### src/hw/rtl/elom_pkg.sv
// Package with the shared widths, codes and types of the extent list offset mapper.
package elom_pkg;

  localparam int MAX_EXTENTS  = 32;
  localparam int IDX_W        = 5;
  localparam int COUNT_W      = 6;
  localparam int SECTOR_SHIFT = 11;
  localparam int LBA_W        = 32;
  localparam int SIZE_W       = 32;
  localparam int POS_W        = 48;
  localparam int DISK_W       = 44;
  localparam int START_W      = 38;

  localparam logic OP_LOAD = 1'b0;
  localparam logic OP_MAP  = 1'b1;

  localparam logic ST_OK       = 1'b0;
  localparam logic ST_PAST_EOF = 1'b1;

  typedef struct packed {
    logic              opcode;
    logic [IDX_W-1:0]  extent_index;
    logic [LBA_W-1:0]  extent_lba;
    logic [SIZE_W-1:0] ext_bytes;
    logic [POS_W-1:0]  file_offset;
    logic [POS_W-1:0]  byte_count;
  } req_t;

  typedef struct packed {
    logic [DISK_W-1:0] disk_addr;
    logic [SIZE_W-1:0] segment_length;
    logic              status;
    logic              last;
  } rsp_t;

endpackage

### src/hw/rtl/elom_ifs.sv
// Handshake interfaces for the request, result and configuration channels.
interface elom_req_if;
  logic           valid;
  logic           ready;
  elom_pkg::req_t data;

  modport source (output valid, output data, input ready);
  modport sink (input valid, input data, output ready);
endinterface

interface elom_rsp_if;
  logic           valid;
  logic           ready;
  elom_pkg::rsp_t data;

  modport source (output valid, output data, input ready);
  modport sink (input valid, input data, output ready);
endinterface

interface elom_cfg_if;
  logic                               valid;
  logic                               ready;
  logic [elom_pkg::COUNT_W-1:0]       data;

  modport source (output valid, output data, input ready);
  modport sink (input valid, input data, output ready);
endinterface

### src/hw/rtl/extent_list_offset_mapper_unit.sv
// Top level of the extent list offset mapper: extent table, walk sequencer and result register.
//
// The req channel carries load and map items. A load item writes one extent
// entry (start sector, byte length). A map item walks the first ext_count
// entries, at most 32, in order and sends one result item on the rsp
// channel for each extent it overlaps, then a beyond-end-of-file result if
// bytes remain. A zero-count map gives one empty result with last set.
// The walk passes the check and hit states for an extent that the request
// misses and the check, hit and segment states for one that it overlaps,
// reading the table through its single read port.
// The req channel is not ready while a map item is being walked.
// The cfg channel writes the extent count register and is always ready; write
// it only while the block is idle.
// A result waits in an output register; while the receiver stalls, the walk
// holds at the next result and loses nothing.
// Reset clears the extent count and the sequencer; the table is undefined until
// each entry is loaded.
module extent_list_offset_mapper_unit (
  input logic         clk,
  input logic         rst,
  elom_req_if.sink    req,
  elom_rsp_if.source  rsp,
  elom_cfg_if.sink    cfg
);
  import elom_pkg::*;

  typedef enum logic [4:0] {
    S_IDLE  = 5'b00001,
    S_CHECK = 5'b00010,
    S_HIT   = 5'b00100,
    S_SEG   = 5'b01000,
    S_FINAL = 5'b10000
  } state_t;

  state_t state, state_next;

  logic [LBA_W+SIZE_W-1:0] ext_mem [MAX_EXTENTS];
  logic [LBA_W-1:0]        rd_lba;
  logic [SIZE_W-1:0]       rd_len;

  logic [COUNT_W-1:0] ext_count;
  logic [COUNT_W-1:0] used;
  logic [COUNT_W-1:0] idx, idx_next;
  logic [POS_W-1:0]   loc, loc_next;
  logic [POS_W-1:0]   count, count_next;
  logic [START_W-1:0] start, start_next;
  logic [START_W-1:0] end_r, end_next;
  logic [SIZE_W-1:0]  off_r, off_next;

  logic               req_fire;
  logic               slot_free;
  logic               emit;
  rsp_t               emit_data;

  logic [START_W-1:0] sum_end;
  logic               hit;
  logic [POS_W-1:0]   off_full;
  logic [SIZE_W-1:0]  avail;
  logic [SIZE_W-1:0]  take;
  logic [DISK_W-1:0]  disk;
  logic [POS_W-1:0]   count_left;

  assign req.ready = (state == S_IDLE);
  assign req_fire  = req.valid && req.ready;
  assign cfg.ready = 1'b1;
  assign slot_free = !rsp.valid || rsp.ready;

  assign used = (ext_count > COUNT_W'(MAX_EXTENTS)) ? COUNT_W'(MAX_EXTENTS) : ext_count;

  assign sum_end  = start + START_W'(rd_len);
  assign hit      = POS_W'(sum_end) > loc;
  assign off_full = loc - POS_W'(start);

  assign avail      = rd_len - off_r;
  assign take       = (count < POS_W'(avail)) ? count[SIZE_W-1:0] : avail;
  assign disk       = DISK_W'({rd_lba, SECTOR_SHIFT'(0)}) + DISK_W'(off_r);
  assign count_left = count - POS_W'(take);

  always_comb begin
    state_next = state;
    idx_next   = idx;
    loc_next   = loc;
    count_next = count;
    start_next = start;
    end_next   = end_r;
    off_next   = off_r;
    emit       = 1'b0;
    emit_data  = '0;
    case (state)
      S_IDLE: begin
        idx_next = '0;
        if (req_fire && req.data.opcode == OP_MAP) begin
          loc_next   = req.data.file_offset;
          count_next = req.data.byte_count;
          start_next = '0;
          state_next = (req.data.byte_count == '0) ? S_FINAL : S_CHECK;
        end
      end
      S_CHECK: begin
        if (count == '0) begin
          state_next = S_IDLE;
        end else if (idx >= used) begin
          state_next = S_FINAL;
        end else begin
          state_next = S_HIT;
        end
      end
      S_HIT: begin
        end_next = sum_end;
        off_next = (loc > POS_W'(start)) ? off_full[SIZE_W-1:0] : '0;
        if (hit) begin
          state_next = S_SEG;
        end else begin
          start_next = sum_end;
          idx_next   = idx + COUNT_W'(1);
          state_next = S_CHECK;
        end
      end
      S_SEG: begin
        if (slot_free) begin
          emit                     = 1'b1;
          emit_data.disk_addr      = disk;
          emit_data.segment_length = take;
          emit_data.status         = ST_OK;
          emit_data.last           = (count_left == '0);
          count_next               = count_left;
          loc_next                 = loc + POS_W'(take);
          start_next               = end_r;
          idx_next                 = idx + COUNT_W'(1);
          state_next               = S_CHECK;
        end
      end
      S_FINAL: begin
        if (slot_free) begin
          emit             = 1'b1;
          emit_data.status = (count != '0) ? ST_PAST_EOF : ST_OK;
          emit_data.last   = 1'b1;
          state_next       = S_IDLE;
        end
      end
      default: begin
        state_next = S_IDLE;
      end
    endcase
  end

  always_ff @(posedge clk) begin
    if (req_fire && req.data.opcode == OP_LOAD) begin
      ext_mem[req.data.extent_index] <= {req.data.extent_lba, req.data.ext_bytes};
    end
    {rd_lba, rd_len} <= ext_mem[idx_next[IDX_W-1:0]];
  end

  always_ff @(posedge clk) begin
    if (rst) begin
      state     <= S_IDLE;
      ext_count <= '0;
      rsp.valid <= 1'b0;
      idx       <= '0;
    end else begin
      state <= state_next;
      idx   <= idx_next;
      if (cfg.valid && cfg.ready) begin
        ext_count <= cfg.data;
      end
      if (emit) begin
        rsp.valid <= 1'b1;
      end else if (rsp.ready) begin
        rsp.valid <= 1'b0;
      end
    end
  end

  always_ff @(posedge clk) begin
    loc   <= loc_next;
    count <= count_next;
    start <= start_next;
    end_r <= end_next;
    off_r <= off_next;
    if (emit) begin
      rsp.data <= emit_data;
    end
  end

endmodule

### src/flat_wrapper.sv
// flat-port wrapper written by rule: the top's interface ports become plain ports
module extent_list_offset_mapper_unit_flat import elom_pkg::*;
  (clk, rst, req_valid, req_data, req_ready, rsp_valid, rsp_data, rsp_ready, cfg_valid, cfg_data, cfg_ready);
  elom_req_if req_i ();
  elom_rsp_if rsp_i ();
  elom_cfg_if cfg_i ();
  input logic clk;
  input logic rst;
  input wire logic [$bits(req_i.valid)-1:0] req_valid;
  input wire logic [$bits(req_i.data)-1:0] req_data;
  output wire logic [$bits(req_i.ready)-1:0] req_ready;
  output wire logic [$bits(rsp_i.valid)-1:0] rsp_valid;
  output wire logic [$bits(rsp_i.data)-1:0] rsp_data;
  input wire logic [$bits(rsp_i.ready)-1:0] rsp_ready;
  input wire logic [$bits(cfg_i.valid)-1:0] cfg_valid;
  input wire logic [$bits(cfg_i.data)-1:0] cfg_data;
  output wire logic [$bits(cfg_i.ready)-1:0] cfg_ready;
  assign req_i.valid = req_valid;
  assign req_i.data = req_data;
  assign req_ready = req_i.ready;
  assign rsp_valid = rsp_i.valid;
  assign rsp_data = rsp_i.data;
  assign rsp_i.ready = rsp_ready;
  assign cfg_i.valid = cfg_valid;
  assign cfg_i.data = cfg_data;
  assign cfg_ready = cfg_i.ready;
  extent_list_offset_mapper_unit u_core (.clk(clk), .rst(rst), .req(req_i), .rsp(rsp_i), .cfg(cfg_i));
endmodule
### config.mk
export PLATFORM = sky130hd
export DESIGN_NAME = extent_list_offset_mapper_unit_flat
export DESIGN_NICKNAME = d
export VERILOG_FILES = /design/src/hw/rtl/elom_pkg.sv /design/src/hw/rtl/elom_ifs.sv /design/src/hw/rtl/extent_list_offset_mapper_unit.sv /design/src/flat_wrapper.sv
export SDC_FILE = /design/constraint.sdc
export NUM_CORES = 2
export LEC_CHECK = 0
export BUFFER_PORTS_ARGS = -buffer_cell sky130_fd_sc_hd__buf_2
export CAP_MARGIN = 20
export CORE_MARGIN = 2
export CORE_UTILIZATION = 25
export DETAILED_ROUTE_END_ITERATION = 6
export GPL_ROUTABILITY_DRIVEN = 0
export MAX_ROUTING_LAYER = met4
export PLACE_DENSITY = 0.51
export SETUP_SLACK_MARGIN = 0.5
export SYNTH_ARGS = -nofsm -noshare
export SYNTH_HDL_FRONTEND = slang
export SYNTH_SLANG_ARGS = --single-unit
### constraint.sdc
create_clock -name clk -period 10.6 [get_ports clk]
set_clock_uncertainty 0.1 [all_clocks]
set_input_delay 0.53 -clock clk [delete_from_list [all_inputs] [get_ports clk]]
set_output_delay 0.53 -clock clk [all_outputs]
set_load 0.02 [all_outputs]
* After elaboration in Yosys (flattened, before gate mapping)
Memory sizes are Yosys's and may differ from the RTL's. A register that Yosys moved wholly into a read port is not among the register bits.
Index checks and enable logic that the tools add are counted.
** Cells by class
- Add/subtract/negate cells :: 7
- Multipliers :: 0
- Divide/modulo/power cells :: 0
- $lt $le $gt $ge :: 5
- Equality and inequality tests :: 9
- Shift-type cells :: 0
- Mux-type cells :: 33
- Bitwise operators :: 1
- Reduce and logical (&&, ||, !) cells :: 18
** Operator list (number)
- 48-bit two-way mux :: 4
- 48-bit one-hot mux with 2 select lines :: 2
- 48-bit zero test :: 3
- 38-bit two-way mux :: 3
- 38-bit one-hot mux with 3 select lines :: 1
- 32-bit subtractor :: 2
- 48-bit by 32-bit adder with 48-bit output :: 1
- 38-bit by 48-bit > comparator with 1-bit output :: 1
- 48-bit by 38-bit > comparator with 1-bit output :: 1
- 48-bit by 32-bit less-than comparator with 1-bit output :: 1
- 48-bit nonzero test :: 1
- 48-bit by 32-bit subtractor with 48-bit output :: 1
- 43-bit by 32-bit adder with 44-bit output :: 1
- 38-bit by 32-bit adder with 38-bit output :: 1
- 32-bit two-way mux :: 1
- 5-bit two-way mux :: 6
- 5-bit one-hot mux with 5 select lines :: 1
- 6-bit two-way mux :: 3
- 6-bit one-hot mux with 3 select lines :: 1
- 3-bit AND reduction :: 3
- 1-bit two-way mux :: 8
- 6-bit by 1-bit adder with 6-bit output, second input constant :: 1
- 6-bit >= comparator :: 1
- 6-bit > comparator, second input constant :: 1
- other kinds (19) :: 24
** Word-level totals
- Register bits :: 300
- Bits in latches :: 0
- RAM bits :: 2048
- Memory bits (read-only) :: 0
- Input bits :: 177
- Output and inout port bits :: 81
- Memories kept :: 1
** Memories
- u_core.ext_mem :: words 32, width 64, rd ports 1, clocked after memory_dff 1, write ports 1, line extent_list_offset_mapper_unit.sv:37 : logic [LBA_W+SIZE_W-1:0] ext_mem [MAX_EXTENTS];

* Depth between registers and ports, before layout
- Depth in word-level cells :: 7
- Mapped depth :: 48
- Gate-level depth less buffers :: 43

* Least setup slack after synthesis
Ideal clock, no wire load.
- Kind :: flip-flop to flip-flop
- From :: register u_core.rd_len[0] (read register of u_core.ext_mem)
- To :: register, netlist name u_core.rsp.data[0]
- Arrival :: 9.109 ns
- Data required time :: 10.369 ns
- Setup slack :: 1.259 ns
- Stages on the path, launching flop included :: 47
- Clock period less this slack :: 9.341 ns
- Cells stage by stage :: dfxtp_1 -> inv_1 -> ha_1 -> inv_1 -> fa_1 -> a21o_1 -> and3_1 -> o2111ai_1 -> nand3_1 -> o31a_1 -> o21bai_1 -> a21boi_1 -> o21ai_0 -> a21oi_1 -> xnor2_1 -> ha_1 -> nor2b_1 -> o21ai_0 -> [... 11 more ...] -> nor2_1 -> a21oi_1 -> ha_1 -> clkbuf_1 -> and3_1 -> a31oi_1 -> o21ai_0 -> a31o_2 -> o22ai_1 -> a211oi_1 -> a211oi_1 -> o21a_1 -> xnor2_1 -> nand2_1 -> or3_1 -> nor3_1 -> nand4_1 -> nand2_1
** RTL lines
- start: declaration :: line extent_list_offset_mapper_unit.sv:39 : logic [SIZE_W-1:0] rd_len;

* Worst setup path in the final report
- From :: register u_core.rd_len[0] (read register of u_core.ext_mem)
- To :: register u_core.loc[44], data pin
** On the way
- Longest elaborated chain between the ends :: 6
** RTL lines
- 32-bit subtractor (*) :: line extent_list_offset_mapper_unit.sv:74 : assign avail = rd_len - off_r;
- 48-bit by 32-bit less-than comparator with 1-bit output :: line extent_list_offset_mapper_unit.sv:75 : assign take = (count < POS_W'(avail)) ? count[SIZE_W-1:0] : avail;
- 32-bit two-way mux (*) :: line extent_list_offset_mapper_unit.sv:75
- net u_core.take[0] :: line extent_list_offset_mapper_unit.sv:59 : logic [SIZE_W-1:0] take;
- 48-bit by 32-bit adder with 48-bit output (*) :: line extent_list_offset_mapper_unit.sv:127 : loc_next = loc + POS_W'(take);
- 48-bit two-way mux (*) :: line extent_list_offset_mapper_unit.sv:120 : if (slot_free) begin
- 48-bit one-hot mux with 2 select lines (*) :: line extent_list_offset_mapper_unit.sv:89 : case (state)
- net u_core.loc_next[44] :: line extent_list_offset_mapper_unit.sv:44 : logic [POS_W-1:0] loc, loc_next;
- end signal: assignment :: line extent_list_offset_mapper_unit.sv:175 : loc <= loc_next;
- end: declaration :: line extent_list_offset_mapper_unit.sv:44
The timed path passes the listed nets; every way through them passes the cells marked *. The select of a mux whose other input is x is not followed.
A chain may end at the register's enable or synchronous reset.

==> reports/metrics.csv <==
stage,metric,value,unit
setup_path,endpoint_kind,flip-flop,
drt,wl_per_cell,23.91,um
worst_hold_path,min_from,req_data[108],
setup_path,rrSetupSlack,1.05,ns
yosys,syn-num-nets,9128,
global_routing,grt_usage,0.1644,
global_routing,antenna_found_initial,64,
clock_tree,numCtsBuffers,271,
power,power_density,179.3,mW/mm^2
floorplan,die_y,658.5,um
yosys,synth_top_area_frac,0.6533,
final_layout,fin_util,0.2978,
clock_tree,cts_root_buffer,clkbuf_16,
sta,period_needed,9.555,ns
yosys,synth.yosys.seq_area_share,0.6686,
outcome,status,finished clean,
clock_tree,clk_pin_slew,0.06,ns
global_routing,grt_start_max_net_pins,164,
yosys,synthFlopType,edfxtp_1,
setup_path,required,11.05,ns
global_routing,met3_usage,0.02101,
yosys,postSynthRegisterBits,2412,
sta,rsz0062_at_grt,yes,
sta,period_share,0.9014,
drt,drtIter0Drc,6950,
setup_path,worst_ep_arrival_time,10.01,ns
setup_path,cp_slowest_cell,xor2_1,
sta,finalHoldViolations,0,
final_layout,drive_above_1_share,0.1120,
placed_design,place_area,0.1169,sq mm
worst_hold_path,whs_endpoint,u_core.ext_mem[29][12]$_DFFE_PP_,
setup_path,r2r_start,u_core.rd_len[0]$_DFF_P_,
power,vdd_drop_max,0.1081,mV
global_routing,grt_pass1_wl,513.1,mm
setup_path,cp_num_buf_inv,3,
final_layout,fillers,43166,
floorplan,io_pins,258,
worst_hold_path,hold_class,in -> reg,
global_routing,overflow,0,
drt,drtPass1Iterations,5,
sta,tns,0,ns
sta,maxSlewViolCount,0,
yosys,yosysWarnings,0,
global_routing,grt_use_met1,0.2244,
global_routing,busiest_layer,met2,
clock_tree,clock-sinks,2412,
clock_tree,htree_num_levels,5,
yosys,synthTopCellsByArea,"edfxtp_1 (65%), nand2_1 (6.5%), ha_1 (2.6%)",
final_layout,area_delta_synth_final,18.73,%
flow_run,maxCapViolCount,0,
placed_design,dpl.hpwl,222.7,mm
drt,finalWirelength,360.6,mm
setup_path,path_depth,36,
drt,vias_per_cell,4.896,
final_layout,nets,9576,
sta,tightest_slew,1.113,ns
yosys,synth-edff-count,2330,
yosys,ys_types,118,
setup_path,slowest_delay,0.60,ns
floorplan,dieArea,0.4337,sq mm
drt,vias,73835,
setup_path,timing.rr.end,u_core.loc[44]$_DFFE_PP_,
worst_hold_path,min_path_cells,1,
floorplan,fp.coreArea,0.4270,sq mm
drt,drc,0,
setup_path,startpoint_type,flip-flop,
placed_design,numPortBuffers,256,
setup_path,reg2reg_depth,36,
yosys,async_flop_share,0,
clock_tree,clock_latency,0.91,ns
final_layout,fin_area,0.1272,sq mm
global_routing,grt_util_met2,0.2610,
final_layout,final_cell_mix,"edfxtp_1 (2330), nand2_1 (1855), nand3_1 (445), o21ai_0 (367), and2_1 (295)",
final_layout,multiInputGateArea,0.03319,sq mm
yosys,yosys.area.top_type,edfxtp_1,
yosys,syn_area,0.1071,sq mm
final_layout,register_area,0.07161,sq mm
setup_path,critical_path.top_delay_family,compound AO/OA/AOI/OAI gates,
sta,fmax,0.1047,GHz
sta,max_slew_margin,0.2579,
clock_tree,cts_tree,done,
yosys,avgSynthCellArea,12.28,sq um
floorplan,start_util,0.2508,
drt,drtAntennaViolNets,0,
sta,finalSetupViolations,0,
clock_tree,cts_setup_buffers,0,
yosys,synthCells,8721,
power,p_leak,43.71,nW
setup_path,worstSetupPathType,reg -> reg,
floorplan,die_w,658.5,um
clock_tree,cts_buffer_depth,4,
final_layout,final_common_cell,edfxtp_1,
setup_path,critPathMaxFanout,7,
global_routing,first_global_vias,70091,
floorplan,rows,240,
-- Yosys cell counts (all sizes together), types with 6 or more instances --
cell type and instances:
a211o 15, a211oi 281, a21boi 19, a21o 75, a21oi 176, a221oi 9, a22o 43, a22oi 6
a311oi 264, a31oi 97, a32oi 66, and2 310, and3 232, and4 9, buf 48, clkbuf 459
dfxtp 82, edfxtp 2330, ha 225, inv 205, maj3 36, mux2i 12, nand2 1859, nand2b 20
nand3 445, nand4 109, nor2 270, nor2b 35, nor3 87, nor4 44, o2111ai 10, o211ai 23
o21a 33, o21ai 394, o21bai 22, o22ai 11, o31ai 22, or2 22, or3 22, or4 6
xnor2 117, xor2 64
-- final cells by class --
| class | count | share of cell area |
|---|---|---|
| Timing Repair Buffer | 682 | 0.04550 |
| Inverter | 205 | 0.006051 |
| Sequential cell | 2412 | 0.5632 |
| Clock inverter | 121 | 0.01035 |
| Tap cell | 5687 | 0.05596 |
| Multi-Input combinational cell | 5597 | 0.2610 |
| Clock buffer | 357 | 0.05755 |
| Antenna cell | 21 | 0.0004133 |
-- worst reg2reg max path: cells and delay by family, from the launching register on --
kind | cells | cell delay, ns
xor gates and xnor gates | 2 | 0.74
DFF | 1 | 0.40
AOI/OAI and AO/OA | 19 | 4.80
adders and majority gates | 5 | 1.62
buffers and inverters | 3 | 0.32
and+or+nand+nor | 7 | 1.24
-- power by group --
| group | internal [mW] | switching, mW | total, mW |
|---|---|---|---|
| combinational | 0.932 | 1.53 | 2.46 |
| clock | 5.46 | 3.89 | 9.35 |
| sequential | 10.7 | 0.247 | 11.0 |
| total | 17.1 | 5.66 | 22.8 |
-- kinds of logic after synthesis --
group                    synth area share
adder cells (fa/ha/maj)           0.03058
XOR/XNOR                          0.01688
flip-flops                         0.6686
other                          0.00003501
AO/OA/AOI/OAI                      0.1070
AND/OR/NAND/NOR                    0.1501
buffers and inverters             0.02522
multiplexers                     0.001542
-- repair_timing --
action / 4_1_cts / 5_1_grt
hold buffers: 147 / 0
endpoints found under the setup margin: 3 / 24
endpoints found under the hold margin: 836 / 0
pin swaps: 0 / 2
gates resized for setup: 2 / 13
-- per-stage QoR --
step                      std cells  worst slack [ns]  total power [mW]  hold WS [ns]
after global placement        14434            0.3275             13.55        0.3815
after floorplan                8721             1.259             12.75        0.3520
after global routing          15079            0.4690             23.59       0.05657
after detailed placement      14435            0.3345             13.55        0.3964
after CTS                     15060            0.5891             22.94      0.001264
final                         15082             1.045             22.80       0.05590
-- worst max path at each step --
stage / startpoint / end / slack [ns]
after CTS: u_core.rd_len[1]$_DFF_P_ / u_core.loc[44]$_DFFE_PP_ / 0.59
final: u_core.rd_len[0]$_DFF_P_ / u_core.loc[44]$_DFFE_PP_ / 1.05
after global placement: u_core.rd_len[0]$_DFF_P_ / u_core.rd_len[2]$_DFF_P_ / 0.33
after detailed placement: u_core.rd_len[0]$_DFF_P_ / u_core.rd_len[2]$_DFF_P_ / 0.33
after floorplan: u_core.rd_len[0]$_DFF_P_ / u_core.rsp.data[0]$_DFFE_PP_ / 1.26
after global routing: u_core.rd_len[0]$_DFF_P_ / u_core.rsp.data[0]$_DFFE_PP_ / 0.47
-- layer usage --
| layer | routed length [um] | vias up | part of all wire |
|---|---|---|---|
| li1 | - | 33542 | - |
| met1 | 164100 | 37570 | 0.46 |
| met2 | 167400 | 2281 | 0.46 |
| met3 | 21140 | 442 | 0.059 |
| met4 | 7932 | 0 | 0.022 |
| met5 | 0 | - | 0 |
-- sequential cells by signal, summed over array words and instances, names as in the netlist, 32 cells and up --
register / flops
u_core.loc: 48
u_core.end_r: 38
u_core.rd_len: 32
u_core.rd_lba: 32
u_core.start: 38
u_core.off_r: 32
u_core.count: 48
u_core.rsp.data: 78
u_core.ext_mem: 2048
No activity file was read; power rests on OpenSTA's default activity.
